## src/rtl/gbc_pkg.sv

```systemverilog
// ----------------------------------------------------------------------------
// gbc_pkg
// Types, constants and round functions shared by the block cipher pipeline.
// ----------------------------------------------------------------------------
package gbc_pkg;

    localparam int NUM_ROUNDS = 32;
    localparam int HALF_ROUNDS = 16;
    localparam int NUM_KEYS = 8;
    localparam int NUM_ROWS = 8;
    localparam int ROUND_W = 5;
    localparam int ADDR_W = 6;
    localparam int ROT = 11;

    localparam logic [1:0] MODE_ENC32 = 2'd0;
    localparam logic [1:0] MODE_DEC32 = 2'd1;
    localparam logic [1:0] MODE_ENC16 = 2'd2;
    localparam logic [1:0] MODE_DEC16 = 2'd3;

    typedef logic [NUM_ROWS-1:0][63:0] t_sbox;

    typedef struct packed {
        logic [1:0]                 mode;
        logic [31:0]                n1;
        logic [31:0]                n2;
        logic [NUM_KEYS-1:0][31:0]  keys;
    } t_item;

    function automatic logic [2:0] key_sel(input logic [1:0] mode,
                                           input logic [ROUND_W-1:0] round);
        logic [2:0] fwd;
        logic [2:0] rev;
        logic [2:0] sel;
        fwd = round[2:0];
        rev = ~round[2:0];
        case (mode)
            MODE_ENC32: sel = (round < ROUND_W'(24)) ? fwd : rev;
            MODE_DEC32: sel = (round < ROUND_W'(8)) ? fwd : rev;
            MODE_ENC16: sel = fwd;
            default:    sel = rev;
        endcase
        return sel;
    endfunction

    function automatic logic [31:0] round_f(input logic [31:0] x, input t_sbox rows);
        logic [31:0] s;
        logic [3:0]  v;
        s = '0;
        for (int p = 0; p < NUM_ROWS; p++) begin
            v = x[4*p +: 4];
            s[4*p +: 4] = rows[p][4*v +: 4];
        end
        return {s[31-ROT:0], s[31:32-ROT]};
    endfunction

endpackage

```

## src/rtl/gbc_cfg.sv

```systemverilog
// ----------------------------------------------------------------------------
// gbc_cfg
// Register file for the eight substitution rows, written and read over apb.
// ----------------------------------------------------------------------------
module gbc_cfg (
    input  logic                        i_clk,
    input  logic                        i_rst_n,
    input  logic                        psel,
    input  logic                        penable,
    input  logic                        pwrite,
    input  logic [gbc_pkg::ADDR_W-1:0]  paddr,
    input  logic [63:0]                 pwdata,
    output logic [63:0]                 prdata,
    output gbc_pkg::t_sbox              o_sbox
);

    gbc_pkg::t_sbox r_sbox;
    logic [2:0]     w_idx;

    assign w_idx  = paddr[gbc_pkg::ADDR_W-1:3];
    assign prdata = r_sbox[w_idx];
    assign o_sbox = r_sbox;

    always_ff @(posedge i_clk) begin
        if (!i_rst_n) begin
            r_sbox <= '0;
        end else if (psel && penable && pwrite) begin
            r_sbox[w_idx] <= pwdata;
        end
    end

endmodule

```

## config.mk

```make
export PLATFORM = sky130hd
export DESIGN_NAME = gbc_cfg
export DESIGN_NICKNAME = d
export VERILOG_FILES = /design/src/rtl/gbc_pkg.sv /design/src/rtl/gbc_cfg.sv
export SDC_FILE = /design/constraint.sdc
export NUM_CORES = 1
export LEC_CHECK = 0
export BUFFER_PORTS_ARGS = -buffer_cell sky130_fd_sc_hd__buf_2
export CAP_MARGIN = 5
export CORE_AREA = 2 2 253 255
export DETAILED_ROUTE_END_ITERATION = 7
export DIE_AREA = 0 0 255 257
export GPL_ROUTABILITY_DRIVEN = 0
export SKIP_LAST_GASP = 1
export SLEW_MARGIN = 20
export SYNTH_ARGS = -nofsm -noshare
export SYNTH_HDL_FRONTEND = slang
export SYNTH_SLANG_ARGS = --single-unit
```

## constraint.sdc

```tcl
create_clock -name i_clk -period 1.9 [get_ports i_clk]
set_input_delay 0.285 -clock i_clk [delete_from_list [all_inputs] [get_ports i_clk]]
set_output_delay 0.285 -clock i_clk [all_outputs]
set_load 0.03 [all_outputs]
```

==> reports/qor.csv <==
metric,value,unit
outcome,finished with violations,
violated checks,negative setup slack,
most frequent cells in the layout,"buf_2, nand3_1, o21ai_0",
final wirelength,106,mm
clock latency on the worst-skew pair,0.60,ns
IO buf count,647,
Die Area,65500,um^2
syn nets,2852,
Worst setup EP type,output pin,
cell internal pwr,17.9,mW
Ys Warns,0,
CTS tree,done,
Chip Width,255,um
Hold Path Sink,o_sbox[205]$_SDFFE_PN0P_,
FF-to-FF setup slack,0.93,ns
RSZ-0062 raised after global routing,true,
Min-Delay Path Depth,3,
footprint of the multi-input gates,13000,um^2
H-tree Lvls,2,
max reg flops,512,
Clock Pin Slew Worst Setup and Hold Paths,0.06,ns
Final period util,107,%
largest cells by area after synthesis,"dfxtp_1, nand3_1, mux4_2",
clk sink count,512,
power share of the sequential group,45.0,%
sequential area share after synthesis,41.1,%
DP HPWL,68.5,mm
CP max FO,2,
Core ar.,62700,um^2
Comb power frac,11.0,%
pre-CTS setup slack,-0.197,ns
hold slack,0.0285,ns
clock tree buffer depth,3,
antenna violations before repair,3,
Clk pwr share,44.0,%
Starting Density,39.7,%
CP Launch Type,flip-flop,
Max VDD drop,0.000597,V
Critical Path AT,1.75,ns
final hold vios,0,
Finished Cell Area,34800,um^2
leading area contributor after synthesis,dfxtp_1,
vias per cell,5.98,
share of the synthesized area in the top cell type,41.1,%
Final Setup Violations,64,
total grt overflow,0,
FILL cells,5625,
Max-Cap Viols,0,
hold path startpoint,pwdata[13],
CP max-delay cell,mux4_2,
FF-to-FF Start,o_sbox[442]$_SDFFE_PN0P_,
WL/cell,23.9,um
Worst Slack Setup Final,-0.133,ns
"Cell Chain, Critical Path",mux4_2 > o32a_1 > buf_6,
clk root buf,clkbuf_16,
Mapped Area,24900,um^2
area grow syn2layout,39.6,%
remaining antenna violation count after routing,0,
share of cells above drive strength 1,48.0,%
"Distinct cells, synth",28,
"most common cell after layout, fill and taps aside",buf_2,
switching fraction of total power,25.8,%
slew margin rel.,61.5,%
cells on worst reg2reg path,4,
WS Path Type,reg2out,
FF-to-FF End,o_sbox[442]$_SDFFE_PN0P_,
kind of cell adding the most delay to the critical path,multiplexers,
largest net degree at the start of global routing,111,
Pwr per Cell Area,695,nW/um^2
switching power,6.24,mW
vias in the first global route,25380,
#FFs+latches synth,512,
DRC viols,0,
Slew @ Worst Pin,0.578,ns
DRT iter0 DRCs,2901,
"Slew Viols, Final",0,
GRT Util Overall,30.8,%
Ports,651,
Static Leakage,14.4,nW
Syn Inst Count,2777,
min Tclk post-route,2.03,ns
buffer and inverter count on the worst path,1,
clk_skew,0,ns
FP Rows,92,
fin nets,3612,
CP peak stage delay,0.46,ns
Placed Area,30100,um^2
drt pass-1 iters,6,
die height,257,um
Avg Synthesized Cell Area,8.97,um^2
Vias,26456,
Num CTS Buffers,56,
Crit path required time,1.62,ns
Worst Hold Class,in2reg,
setup tns final,-4.33,ns
first-pass GRT wire length,157,mm
Storage cell area,10700,um^2
fmax,492,MHz
-- final cells by class --
cell class / count / area share, %
diodes: 3 / 0.0216
clock buffers: 80 / 4.75
clock inverters: 14 / 0.299
inverters: 2 / 0.0252
multi-input cells: 1871 / 37.4
flip-flops and latches: 512 / 30.8
well taps: 846 / 3.04
repair buffers: 1094 / 23.6
-- tightest hold or removal path: cells and delay by family --
kind	cells	cell delay (ns)
AOI/OAI and AO/OA	1	0.05
buffers and inverters	1	0.17
and+or+nand+nor	1	0.08
-- synth_stat cells --
master,number
nor2_1,1
a31o_2,1
mux2i_1,1
buf_8,1
mux4_2,90
buf_1,7
buf_4,11
o21ai_0,392
nand3b_1,3
nand2_1,190
clkbuf_2,3
and3b_1,3
mux4_1,37
inv_1,2
nand3_1,514
buf_2,152
nand3b_4,1
a21boi_0,244
nor3b_2,1
or3b_1,1
a21boi_1,268
clkbuf_1,203
o21ai_1,120
o32a_1,1
and3_1,2
buf_6,15
a21oi_1,1
dfxtp_1,512
-- metal layers --
layer / track usage, % / wire, um / up-vias / part of all wire (%)
met5: 0 / 27 / - / 0.026
met4: 16.8 / 6400 / 4 / 6.1
met3: 6.90 / 10100 / 352 / 9.6
met2: 48.6 / 48800 / 1551 / 46
met1: 38.9 / 40300 / 13010 / 38
li1: - / - / 11539 / -
-- worst max path at each step --
stage	start	to	slack [ns]	depth (start not counted)
after floorplan	paddr[3]	prdata[56]	0.12	6
after detailed placement	paddr[3]	prdata[33]	-0.20	6
after global placement	paddr[3]	prdata[38]	-0.19	6
after global routing	o_sbox[382]$_SDFFE_PN0P_	prdata[62]	-0.17	3
final	o_sbox[382]$_SDFFE_PN0P_	prdata[62]	-0.13	3
after CTS	o_sbox[382]$_SDFFE_PN0P_	prdata[62]	-0.16	3
-- logic make-up after synthesis --
logic type | share of synthesized area [%]
flip-flops | 41.1
AO/OA/AOI/OAI | 25.8
multiplexers | 12.1
AND/OR/NAND/NOR | 13.6
buffers and inverters | 7.38
-- power by group through the flow --
stage	logic (mW)	registers (mW)	clock network, mW
after floorplan	1.27	11.3	0
after global placement	2.39	11.1	0
after detailed placement	2.42	11.1	0
after CTS	2.61	10.9	10.8
after global routing	2.78	10.9	11.2
final	2.66	10.9	10.6
-- stage by stage --
step / util (%) / std cells / power [mW]
final: 55.4 / 4422 / 24.2
after global routing: 55.4 / 4420 / 24.8
after CTS: 55.1 / 4410 / 24.2
after detailed placement: 48.0 / 4090 / 13.5
after global placement: 48.0 / 4090 / 13.5
after floorplan: - / 2777 / 12.5
-- repair_timing --
action / CTS / global route
hold buffers: 54 / 0
hold endpoints to repair: 217 / 0
pin swaps: 96 / 28
gates resized for setup: 543 / 90
setup endpoints to repair: 64 / 64
buffers inserted: 172 / 9
(Power assumes the default switching activity.)
