--- src/rtl/gbc_pkg.sv ---
// ----------------------------------------------------------------------------
// gbc_pkg
// Types, constants and round functions shared by the block cipher pipeline.
// ----------------------------------------------------------------------------
package gbc_pkg;

    localparam int NUM_ROUNDS = 32;
    localparam int HALF_ROUNDS = 16;
    localparam int NUM_KEYS = 8;
    localparam int NUM_ROWS = 8;
    localparam int ROUND_W = 5;
    localparam int ADDR_W = 6;
    localparam int ROT = 11;

    localparam logic [1:0] MODE_ENC32 = 2'd0;
    localparam logic [1:0] MODE_DEC32 = 2'd1;
    localparam logic [1:0] MODE_ENC16 = 2'd2;
    localparam logic [1:0] MODE_DEC16 = 2'd3;

    typedef logic [NUM_ROWS-1:0][63:0] t_sbox;

    typedef struct packed {
        logic [1:0]                 mode;
        logic [31:0]                n1;
        logic [31:0]                n2;
        logic [NUM_KEYS-1:0][31:0]  keys;
    } t_item;

    function automatic logic [2:0] key_sel(input logic [1:0] mode,
                                           input logic [ROUND_W-1:0] round);
        logic [2:0] fwd;
        logic [2:0] rev;
        logic [2:0] sel;
        fwd = round[2:0];
        rev = ~round[2:0];
        case (mode)
            MODE_ENC32: sel = (round < ROUND_W'(24)) ? fwd : rev;
            MODE_DEC32: sel = (round < ROUND_W'(8)) ? fwd : rev;
            MODE_ENC16: sel = fwd;
            default:    sel = rev;
        endcase
        return sel;
    endfunction

    function automatic logic [31:0] round_f(input logic [31:0] x, input t_sbox rows);
        logic [31:0] s;
        logic [3:0]  v;
        s = '0;
        for (int p = 0; p < NUM_ROWS; p++) begin
            v = x[4*p +: 4];
            s[4*p +: 4] = rows[p][4*v +: 4];
        end
        return {s[31-ROT:0], s[31:32-ROT]};
    endfunction

endpackage

--- src/rtl/gbc_round.sv ---
// ----------------------------------------------------------------------------
// gbc_round
// One registered round stage: key add, substitution, rotate and xor; inactive stages pass the item unchanged.
// ----------------------------------------------------------------------------
module gbc_round (
    input  logic                          i_clk,
    input  logic                          i_rst_n,
    input  logic [gbc_pkg::ROUND_W-1:0]   i_round,
    input  gbc_pkg::t_sbox                i_sbox,
    input  logic                          i_valid,
    input  gbc_pkg::t_item                i_item,
    output logic                          o_valid,
    output gbc_pkg::t_item                o_item
);

    logic               w_active;
    logic [2:0]         w_ksel;
    logic [31:0]        w_src;
    logic [31:0]        w_f;
    gbc_pkg::t_item     n_item;
    gbc_pkg::t_item     r_item;
    logic               r_valid;

    always_comb begin
        w_active = (i_item.mode == gbc_pkg::MODE_ENC32) ||
                   (i_item.mode == gbc_pkg::MODE_DEC32) ||
                   (i_round < gbc_pkg::ROUND_W'(gbc_pkg::HALF_ROUNDS));
        w_ksel = gbc_pkg::key_sel(i_item.mode, i_round);
        w_src  = i_round[0] ? i_item.n2 : i_item.n1;
        w_f    = gbc_pkg::round_f(w_src + i_item.keys[w_ksel], i_sbox);
        n_item = i_item;
        if (w_active) begin
            if (i_round[0]) begin
                n_item.n1 = i_item.n1 ^ w_f;
            end else begin
                n_item.n2 = i_item.n2 ^ w_f;
            end
        end
    end

    always_ff @(posedge i_clk) begin
        if (!i_rst_n) begin
            r_valid <= 1'b0;
        end else begin
            r_valid <= i_valid;
        end
    end

    always_ff @(posedge i_clk) begin
        r_item <= n_item;
    end

    assign o_valid = r_valid;
    assign o_item  = r_item;

endmodule

--- config.mk ---
export PLATFORM = sky130hd
export DESIGN_NAME = gbc_round
export DESIGN_NICKNAME = d
export VERILOG_FILES = /design/src/rtl/gbc_pkg.sv /design/src/rtl/gbc_round.sv
export SDC_FILE = /design/constraint.sdc
export NUM_CORES = 1
export LEC_CHECK = 0
export BUFFER_PORTS_ARGS = -buffer_cell sky130_fd_sc_hd__buf_2
export CAP_MARGIN = 20
export CORE_AREA = 5 5 446 448
export CTS_CLUSTER_SIZE = 20
export DETAILED_ROUTE_END_ITERATION = 7
export DIE_AREA = 0 0 451 453
export PLACE_DENSITY = 0.34
export RECOVER_POWER = 100
export SYNTH_ARGS = -nofsm -noshare
export SYNTH_HDL_FRONTEND = slang
export SYNTH_SLANG_ARGS = --single-unit
--- constraint.sdc ---
create_clock -name i_clk -period 7.6 [get_ports i_clk]
set_clock_uncertainty 0.05 [all_clocks]
set_input_delay 0.38 -clock i_clk [delete_from_list [all_inputs] [get_ports i_clk]]
set_output_delay 0.38 -clock i_clk [all_outputs]
set_load 0.03 [all_outputs]
==> results, run 1 <==
- The flow ran to the end, and the final reports show no timing, DRC or antenna violations.
- The unique cell type count in the Yosys netlist is 63.
- The final critical path time including I/O delays and setup is between 7 and 8 ns.
- The number of instances in the synthesized netlist is 1188.
- The number of flip-flops and latches in the synthesized netlist is around 320.
- The count of endpoints failing setup in the final report is 0.
- The xor and xnor area share after synthesis is around 5.3%.
- The kind of start point of the critical path is a primary input.
- The detail route stage leaves a number of antenna-violating nets equal to 0.
- The post-detailed-route wirelength per cell is about 28 um.
- Global routing used around 14% of the available tracks across all layers.
- The detailed route wirelength on metal2 is 75.0 mm.
- The number of detailed-route iterations in the first pass is 5.
- The slew at the pin closest to its max-slew limit is 1.36 ns.
- The number of hold violations in the final report is 0.
- Entering global routing, the biggest net connects 63 pins.
- The initial core utilization is 8.06%.
- The floorplan row count is 162.
- For the worst setup path, the data arrival time is ~7.6 ns.
- Headroom to the max-slew limit came out at 8.50%.
- The initial antenna violation count is 68.
- Using the TritonRoute via totals, the vias-per-cell ratio works out to about 3.3.
- The count of input and output buffers is ~1200.
- The CTS tree is yes.
- After legalization and detailed placement, the total HPWL measured around 130 mm.
- In the layout the commonest cells are 599 x buf_2, 575 x clkbuf_1, 323 x dfxtp_1.
- The overall die area is 0.204 mm^2.
- The most common cell after layout, fill and taps aside is buf_2.
- The number of enable-type register cells in the synthesized netlist is 0.
- The worst setup margin is a little under 0.5 ns.
- Summing the areas of all fa, ha and maj instances in the mapped netlist gives around 2.6% of the synthesized area.
- The final RePlAce weighted congestion is a little over 0.9.
- Counting along the longest clock path gives a buffer depth of 3.
- The routed design uses approximately 10 mm of met3 wire.
- When the netlist entered floorplanning its net count stood at between 2000 and 2500.
- The total of warnings raised by yosys is 0.
- The fraction of the mapped netlist area in compound gates is under 10%.
- The final layout contains routed wiring with a total length of 149 mm.
- The number of placed I/O pins is between 1000 and 1500.
- The combinational family with the most area after synthesis is multiplexers.
- From synthesis to final layout, the design area changed by 86.3%.
- The critical path is of the in -> reg type.
- In this run the worst path has a maximum fanout of 33.
- The fraction of synthesized area in multiplexers is 36.8%.
- After the first detailed-routing iteration, the DRC count stood at ~960.
- The via count of the first global-routing pass was 18700.
- OpenSTA, run right after detailed placement, puts the worst setup slack at 0.146 ns.
- The critical path data required time is a little over 8 ns.
- The number of H-tree levels is 2.
- The core region is slightly below 0.2 mm^2.
- The clock transition at the register clock pins on the worst setup and hold paths after CTS is around 0.050 ns.
- The most used flip-flop cell after synthesis is dfxtp_1.
- The simple-gate share of the synthesized area is 5.18%.
- After routing, the total negative slack on setup checks comes to 0 ns.
- The netlist area before placement is between 0.015 and 0.02 mm^2.
- Setup repair after global routing left no endpoint under its margin.
- The worst hold-check path type is in -> reg.
- From left edge to right edge, the die measures around 450 um.
- The max capacitance violation total is 0.
- The share of flip-flops with an asynchronous set or reset after synthesis is 0%.
- The share of the yosys chip area belonging to registers is approximately two fifths.
- The number of sinks driven by the clock tree is between 300 and 400.
- Dividing the synthesized area by the synthesized cell count gives around 13 um^2.
- The leakage power total is 11.4 nW.
- The proportion of layout cells with a drive suffix above 1 is a little over a third.
- The number of vias after detailed routing is roughly 17000.
- The cell chosen for the clock root is clkbuf_16.
- For this run, the share of the core covered by cells in the final layout is approximately 15%.
- The number of nets in the final layout is 3585.
- The share of the clock period used by the worst path is 93.5%.
- The global route total overflow is 0.
- The number of clock buffers added by TritonCTS is 47.
- The wire length on met1 is a little under 60 mm.
- VDD sags by at most 0.168 mV.
- The y dimension of the die is approximately 450 um.
- The maximum clock rate is 0.141 GHz.
- The post-route DRC violation count is 0.
- The first global-routing pass estimated ~190 mm of wire.
- The count of pins over their slew limit was 0.
- The highest metal layer carrying signal wires in the routed design is met5.
- The power density of the placed cells is roughly 340 mW/mm^2.
- The capturing element type of the critical path is a flip-flop.
-- timing repair --
item,in CTS,in global routing
hold buffers,322,0
endpoints found under the hold margin,321,0
resized for setup,0,1
endpoints found under the setup margin,0,1
setup buffers,0,0
-- stage by stage --
step                area [um^2]  power (mW)  hold WS, ns  instances
floorplan                 15700        5.26        0.358       1188
global placement          25000        7.74        0.446       4882
detailed placement        25000        7.72        0.445       4882
CTS                       29900        10.3      0.00596       5289
global route              29100        10.5       0.0456       5300
finish                    29200        9.89       0.0848       5310
-- critical path, stage by stage --
cell and delay [ns]:
dlygate4sd3_1 0.55, clkbuf_1 0.17, nor2b_1 0.29, o21ai_0 0.13, nand2b_1 0.37, xnor2_2 0.18, buf_12 0.32, mux4_2 0.54
mux2_1 0.40, ha_1 0.46, and3_1 0.27, and2_1 0.17, a211oi_1 0.48, and2_0 0.27, o21bai_1 0.22, xnor2_4 0.76
mux4_2 0.60, a22o_1 0.24, a221oi_1 0.43, nor2_1 0.10, xor2_1 0.16
-- final timing paths --
check                  startpoint           to  depth (start not counted)
worst max-delay path  i_item[321]  o_item[317]                         21
worst min-delay path  i_item[270]  o_item[270]                          2
-- synthesized netlist by cell type (21+ instances only) --
cell type / count / area (um^2)
a21oi_1: 43 / 215
nand2_1: 68 / 255
ha_1: 31 / 388
o21ai_0: 21 / 105
xnor2_1: 61 / 534
mux2i_1: 82 / 821
mux4_2: 177 / 3990
xor2_1: 32 / 280
dfxtp_1: 323 / 6470
mux2_2: 75 / 845
nor2_1: 40 / 150
clkbuf_1: 37 / 139
-- registers in the layout, indices dropped and copies added (netlist names) --
register,flops
o_item,322
o_valid,1
-- report_power, final --
group,leakage (nW),internal [mW],total (mW),switching [mW]
Clock,0.794,1.41,2.38,0.966
Combinational,7.90,2.12,5.44,3.32
Sequential,2.73,1.95,2.07,0.115
-- cell families after synthesis --
group           Yosys count
xor+xnor                 94
buf+inv                  77
fa+ha+maj                32
compound gates          150
flops                   323
simple gates            174
mux                     338
-- layout make-up --
type                    instances  area, um^2
diodes                         21        52.6
clock buffers                  65        1350
clock inverters                20         283
fillers                     22100      165000
inverters                      13        48.8
multi-input cells             788        9020
flip-flops and latches        323        6470
well taps                    2542        3180
repair buffers               1538        8780
-- layer usage --
metal / GRT usage [%] / up-vias
met3: 3.30 / 207
met2: 24.9 / 862
met1: 16.4 / 8621
met4: 4.16 / 14
met5: 0 / -
li1: - / 7662
Note: power is estimated with default switching activity, not from simulation.
==> run 2: changes to the inputs <==
- ABC_AREA: not set -> 1
- CORE_AREA: 5 5 446 448 -> 5 5 445 447
- DIE_AREA: 0 0 451 453 -> 0 0 450 452
- PLACE_DENSITY: 0.34 -> 0.36
==> results, run 2 <==
- The run finished, with violations left.
- The checks that failed: max-capacitance violations, max-slew violations.
- The clock transition at the register clock pins on the worst setup and hold paths after CTS came to 0.06 ns (about the same).
- The portion of total power attributed to the clock network is 23.3% (-0.8 points).
- The normalized max-slew margin is -25.2% (-34 points).
- The critical path arrival is 7.20 ns (-0.37 ns).
- The worst setup margin was 0.914 ns (+0.421 ns).
- The kind of start point of the critical path is a primary input.
- The number of detailed-route iterations in the first pass is 6 (+1).
- The final critical path time including I/O delays and setup is 6.69 ns (-0.420 ns).
- The post-detailed-route wirelength per cell is 25.1 um (-10%).
- The floorplan row count is 162 (unchanged).
- The worst setup timing slack at the placement stage is 0.887 ns (+0.741 ns).
- The post-route DRC violation count is 0 (unchanged).
- The most critical setup path has its endpoint at o_item[299].
- The area share of the largest cell type after synthesis is 34.8% (-6.5 points).
- The number of DRC markers in iteration 0 was 1756 (+83%).
- The number of antenna-violating nets in the routed design is 0 (unchanged).
- The maximum number of pins on one net before global-route repair was 80 (+27%).
- The detailed placer's ending HPWL is 155 mm (+17%).
- The number of buffers created by CTS is 46 (-2.1%).
- The most frequent cell after synthesis is nand2_1.
- The critical path data required time came to 8.12 ns (+0.06 ns).
- The library cell occupying the most area in the post-synthesis netlist is dfxtp_1.
- The fraction of power spent switching nets came to 52.4% (+7.9 points).
- The commonest cells after synthesis are 1145 x nand2_1, 422 x nand3_1, 416 x inv_1.
- The count of input and output buffers is 1164 (unchanged).
- The post-synthesis to final-layout area growth is 70.9%.
- The largest fanout on the critical path is 79 (+140%).
- The count of pins over their slew limit is 34 (+34).
- The share of the clock period used by the worst path came to 88.0% (-5.5 points).
- The number of placed I/O pins was 1165 (unchanged).
- The netlist area before placement is 0.0186 mm^2 (+19%).
- The placeable core area is 0.194 mm^2 (-0.21%).
- The setup path with the least slack is of type in -> reg.
- The initial core utilization was 9.59% (+1.5 points).
- The adder and majority cell fraction of the synthesized area came to 2.20% (-0.41 points).
- The flip-flop count of the largest register, all copies and words added is 322 (unchanged).
- The number of sinks driven by the clock tree is 323 (unchanged).
- The combinational cell fraction of total power came to 57.5% (+2.5 points).
- The xor and xnor area share after synthesis is 2.13% (-3.2 points).
- The global route total overflow is 0 (unchanged).
- The net switching component of the power is 5.49 mW (+25%).
- The share of the yosys chip area belonging to registers is 34.8% (-6.5 points).
- The sequential share of power is 19.2% (-1.7 points).
- The capturing element type of the critical path is a flip-flop.
- The power density of the placed cells is 330 mW/mm^2 (-2.6%).
- The die boundary width is 450 um (-0.22%).
- The worst-case hold slack is 0.0390 ns (-0.0458 ns).
- The library cell used most frequently in the layout, excluding fill and tap cells, is nand2_1.
- The share of flip-flops with an asynchronous set or reset after synthesis is 0% (unchanged).
- The count of buffers added by post-CTS timing repair for setup came to 0 (unchanged).
- The slew at the pin closest to its max-slew limit is 1.88 ns (+0.515 ns).
- The net count after synthesis was 3840 (+86%).
- The leakage power total came to 15.3 nW (+34%).
- The post-detailed-routing wire length is 176 mm (+18%).
- The via count of the first global-routing pass is 25700 (+38%).
- The tree is rooted in a clkbuf_16.
- The total negative setup slack came to 0 ns (unchanged).
- Leaving out fill and tap cells, the most frequent cells in the layout are 1143 x nand2_1, 593 x buf_2, 573 x clkbuf_1.
- The worst-case vdd ir drop is 0.166 mV (-1.3%).
- The count of endpoints failing setup in the final report is 0 (unchanged).
- The simple-gate share of the synthesized area is 37.8% (+33 points).
- The worst hold-check path type is in -> reg.
- The first-pass GRT wire length is 229 mm (+22%).
- The total chip power is 10.5 mW (+6.0%).
- The mean instance size in the synthesized netlist came to 6.26 um^2 (-52%).
- The number of vias after detailed routing is 25500 (+47%).
- The y dimension of the die is 452 um (-0.22%).
- The fraction of the mapped netlist area in compound gates was 9.95% (+3.2 points).
- The number of flip-flops and latches in the synthesized netlist is 323 (unchanged).
- By area, the combinational part of the netlist is dominated by simple AND/OR/NAND/NOR gates.
- The max capacitance violation total is 1 (+1).
- Setup repair after global routing left no endpoint under its margin.
- The number of buffers on the longest clock path is 3 (unchanged).
- The total of warnings raised by yosys was 0 (unchanged).
- The final RePlAce weighted congestion is 0.953 (+3.9%).
- The maximum clock rate came to 0.150 GHz (+6.3%).
- The average via count per standard cell is 3.65 (+11%).
- The initial antenna violation count is 62 (-8.8%).
- The number of nets in the final layout is 5282 (+47%).
- The internal power consumption is 4.99 mW (-9.0%).
- The number of hold violations in the final report is 0 (unchanged).
- The proportion of layout cells with a drive suffix above 1 came to 17.5% (-19 points).
- TritonCTS built the clock tree.
- The main flop type after synthesis is dfxtp_1.
- The number of H-tree levels is 2 (unchanged).
- The unique cell type count in the Yosys netlist is 43 (-32%).
- The number of enable-type register cells in the synthesized netlist is 0 (unchanged).
- The overall die area is 0.203 mm^2 (-0.44%).
- The fraction of synthesized area in multiplexers is 1.40% (-35 points).
- The global-route usage over all layers was 16.4% (+2.5 points).
- The number of instances in the synthesized netlist is 2966 (+150%).
- Ranked by total cell area, the synthesized netlist is headed by dfxtp_1 35%, nand2_1 23%, nand3_1 11%.
- The startpoint of the most critical setup path is i_item[321].
## run 2: kinds of logic after synthesis
group                    Yosys count
adder cells (fa/ha/maj)           32
AO/OA/AOI/OAI                    307
flip-flops                       323
buffers and inverters            560
multiplexers                      26
AND/OR/NAND/NOR                 1678
XOR/XNOR                          40
## run 2: cell type report
| class | count | area, um^2 |
|---|---|---|
| fill | 22800 | 162000 |
| clock buffer | 56 | 1260 |
| antenna | 13 | 32.5 |
| inverter | 425 | 1600 |
| timing repair buffer | 1529 | 8710 |
| clock inverter | 30 | 428 |
| sequential | 323 | 6470 |
| multi-input combinational | 2083 | 10100 |
| tap | 2542 | 3180 |
## run 2: power groups by stage
stage	clock, mW	sequential, mW	combinational [mW]
floorplan	0	2.48	2.91
detailed placement	0	2.04	6.17
global placement	0	2.04	6.16
finish	2.44	2.01	6.03
global route	2.59	2.04	6.68
CTS	2.54	2.01	6.34
## run 2: timing repair
action | in CTS | in global routing
hold buffers | 318 | 0
hold endpoints to repair | 317 | 0
resized for setup | 0 | 0
## run 2: how the worst min path moves through the flow
stage	start	endpoint	slack, ns	depth (start not counted)
6_report	i_item[303]	o_item[303]	0.04	3
5_1_grt	i_item[303]	o_item[303]	0.04	3
4_1_cts	i_item[303]	o_item[303]	0.004	3
3_5_place_dp	i_item[141]	o_item[141]	0.45	1
3_3_place_gp	i_item[253]	o_item[253]	0.45	1
2_1_floorplan	i_item[0]	o_item[0]	0.36	0
## run 2: layer usage
| layer | GRT usage [%] | vias up | part of all wire [%] | routed length [um] |
|---|---|---|---|---|
| li1 | - | 12300 | - | - |
| met1 | 19.7 | 12100 | 41 | 71800 |
| met2 | 29.9 | 930 | 50 | 88800 |
| met3 | 3.70 | 204 | 6.1 | 10700 |
| met4 | 3.47 | 10 | 2.6 | 4580 |
| met5 | 0 | - | 0.039 | 69 |
## run 2: per-stage QoR
stage / cell area (um^2) / util (%) / cells
after floorplan: 18600 / - / 2966
after global placement: 27500 / 14.2 / 6582
after detailed placement: 27600 / 14.2 / 6583
after CTS: 32400 / 16.7 / 6987
after global routing: 31700 / 16.4 / 6993
final: 31700 / 16.4 / 7001
## run 2: critical path, stage by stage
cell	delay (ns)
dlygate4sd3_1	0.54
clkbuf_1	0.14
o21ai_0	0.31
nand2_1	0.39
nand2_1	0.23
nand2_4	0.50
nand2_1	0.22
nand3_1	0.09
nand3_1	0.13
nand2_1	0.10
ha_1	0.30
clkbuf_1	1.33
inv_1	1.09
nand2_1	0.23
a32o_1	0.36
nand2_1	0.11
o211ai_1	0.11
nand2_1	0.20
nand2_1	0.12
xor2_1	0.16
inv_1	0.05
==> run 3: changes to the inputs <==
- PLACE_DENSITY: 0.36 -> 0.37
- clock period: 7.6 -> 6.1 ns (I/O delays scaled with it)
==> results, run 3 (synthesized netlist as in run 2, its figures left out) <==
- The critical path arrival is 6.19 ns (-1.01 ns).
- The maximum number of pins on one net before global-route repair came to 57 (-29%).
- The global route total overflow is 0 (unchanged).
- The final critical path time including I/O delays and setup is roughly 5.7 ns.
- The worst-case vdd ir drop is 0.191 mV (+15%).
- The detailed placer's ending HPWL is 160 mm (+3.2%).
- STA classifies the critical path startpoint as a primary input.
- The number of buffers created by CTS is 47 (+2.2%).
- The initial antenna violation count was 89 (+44%).
- The maximum clock rate is ~0.18 GHz.
- The power density of the placed cells is 408 mW/mm^2 (+24%).
- The detailed route wirelength on metal2 is 87.1 mm (-1.9%).
- The die boundary width came to 450 um (unchanged).
- The final cell count without fillers came to 7063 (+0.89%).
- The placeable core area is 0.194 mm^2 (unchanged).
- The number of H-tree levels is 2 (unchanged).
- The y dimension of the die is 452 um (unchanged).
- The total negative setup slack is 0 ns (unchanged).
- The average via count per standard cell is 3.68 (+0.90%).
- The sequential cell area is 0.00647 mm^2 (unchanged).
- The count of endpoints failing setup in the final report came to 0 (unchanged).
- The number of placed instances with taps included came to 6628 (+0.68%).
- The post-detailed-route wirelength per cell was 25.5 um (+1.3%).
- The CTS tree is yes.
- The initial core utilization was 9.59% (unchanged).
- The global-route usage over all layers is 16.9% (+0.44 points).
- The instance area at placement was 0.0279 mm^2 (+1.3%).
- The count of pins over their slew limit is 0 (-100%).
- The post-detailed-routing wire length is 180 mm (+2.2%).
- The final RePlAce weighted congestion was 0.966 (+1.3%).
- The number of vias after detailed routing came to 26000 (+1.8%).
- The critical setup path kind is in -> reg.
- The max capacitance violation total is 0 (-1).
- The clock transition at the register clock pins on the worst setup and hold paths after CTS is 0.06 ns (about the same).
- The number of sinks driven by the clock tree is 323 (unchanged).
- The first-pass GRT wire length came to 234 mm (+2.4%).
- The worst setup margin is 0.395 ns (-0.519 ns).
- The number of DRC markers in iteration 0 was 1606 (-8.5%).
- The count of input and output buffers is 1164 (unchanged).
- The flip-flop count of the largest register, all copies and words added is 322 (unchanged).
- The most common cell after layout, fill and taps aside is nand2_1.
- The number of nets in the final layout is 5332 (+0.95%).
- The wire length on met1 is 73.8 mm (+2.8%).
- The post-route DRC violation count is 0 (unchanged).
- The worst setup path is captured at a flip-flop.
- The number of hold violations in the final report was 0 (unchanged).
- The proportion of layout cells with a drive suffix above 1 is 18.2% (+0.73 points).
- The post-synthesis to final-layout area growth is 73.2%.
- The cell area after layout is 0.0322 mm^2 (+1.4%).
- Dividing the final minimum period by the clock period gives 93.5%.
- The number of detailed-route iterations in the first pass was 7 (+1).
- The overall die area is 0.203 mm^2 (unchanged).
- The worst setup timing slack at the placement stage is 0.211 ns (-0.677 ns).
- After detailed routing, no signal wire sits above met5.
- The normalized max-slew margin is 32.8% (+58 points).
- The count of buffers added by post-CTS timing repair for setup was 0 (unchanged).
- The area occupied by multi-input gates was 0.0101 mm^2 (about the same).
- The floorplan row count is 162 (unchanged).
- The critical path data required time came to 6.59 ns (-1.53 ns).
- The number of antenna-violating nets in the routed design came to 0 (unchanged).
- The largest fanout on the critical path is 34 (-57%).
- Leaving out fill and tap cells, the most frequent cells in the layout are 1142 x nand2_1, 591 x buf_2, 575 x clkbuf_1.
- The number of placed I/O pins is 1165 (unchanged).
- The leakage power total came to 15.5 nW (+1.5%).
- The via count of the first global-routing pass is 26100 (+1.5%).
- The number of filler cells placed in the layout came to 22800 (-0.018%).
- The met3 layer wire length in the routed design is 13.7 mm (+28%).
- Setup repair after global routing left no endpoint under its margin.
- The slew at the pin closest to its max-slew limit was 1.01 ns (-0.870 ns).
- The worst hold-check path type is in -> reg.
- The tree is rooted in a clkbuf_16.
- The number of buffers on the longest clock path is 3 (unchanged).
- The run finished with clean final reports.
-- run 3: per-layer routing --
layer | vias up | GRT usage [%]
met2 | 1147 | 29.5
li1 | 12400 | -
met4 | 10 | 4.31
met5 | - | 0
met1 | 12200 | 20.9
met3 | 248 | 3.82
-- run 3: per-stage QoR --
stage | utilization, % | total power [mW] | hold WS (ns)
after floorplan | - | 6.72 | 0.283
after global placement | 14.4 | 10.3 | 0.371
after detailed placement | 14.4 | 10.3 | 0.374
after CTS | 17.0 | 13.6 | 0.0609
after global routing | 16.6 | 14.2 | 0.0919
final | 16.6 | 13.1 | 0.0813
-- run 3: critical path, stage by stage --
cell and delay (ns):
dlygate4sd3_1 0.56, buf_2 0.15, o21ai_1 0.24, nand2_2 0.25, nand2_1 0.17, nand2_4 0.27, buf_4 0.32, buf_4 0.18
nand2_1 0.06, nand3_1 0.07, nand3_1 0.22, nand2_1 0.25, ha_1 0.40, buf_4 0.17, nand2_1 0.13, nor3_2 0.32
nand2_1 0.09, nand2_1 0.26, xor2_2 0.16, clkbuf_2 0.55, o211ai_1 0.20, o211ai_1 0.23, nand3_1 0.17, nand2_1 0.18
nand2_1 0.07, nand2_1 0.08, nand2_1 0.04
-- run 3: worst paths after layout --
| kind | start | end | slack [ns] | cells past startpoint |
|---|---|---|---|---|
| worst max-delay path | i_item[321] | o_item[314] | 0.40 | 27 |
| worst min-delay path | i_item[307] | o_item[307] | 0.08 | 3 |
-- run 3: area by class of cell --
class                           count  share of cell area [%]
Multi-Input combinational cell   2083                    31.3
Timing Repair Buffer             1578                    28.2
Inverter                          425                    4.96
Clock inverter                     32                    1.48
Tap cell                         2542                    9.88
Sequential cell                   323                    20.1
Clock buffer                       53                    3.85
Antenna cell                       27                   0.210
-- run 3: repair_timing --
| item | 4_1_cts | 5_1_grt |
|---|---|---|
| gates resized for setup | 0 | 3 |
| setup endpoints to repair | 0 | 8 |
| endpoints found under the hold margin | 322 | 0 |
| hold buffers | 323 | 0 |
-- run 3: report_power, final --
part           switching [mW]  internal [mW]  total, mW
combinational            5.40           2.14       7.55
sequential              0.114           2.40       2.51
clock                    1.25           1.82       3.07
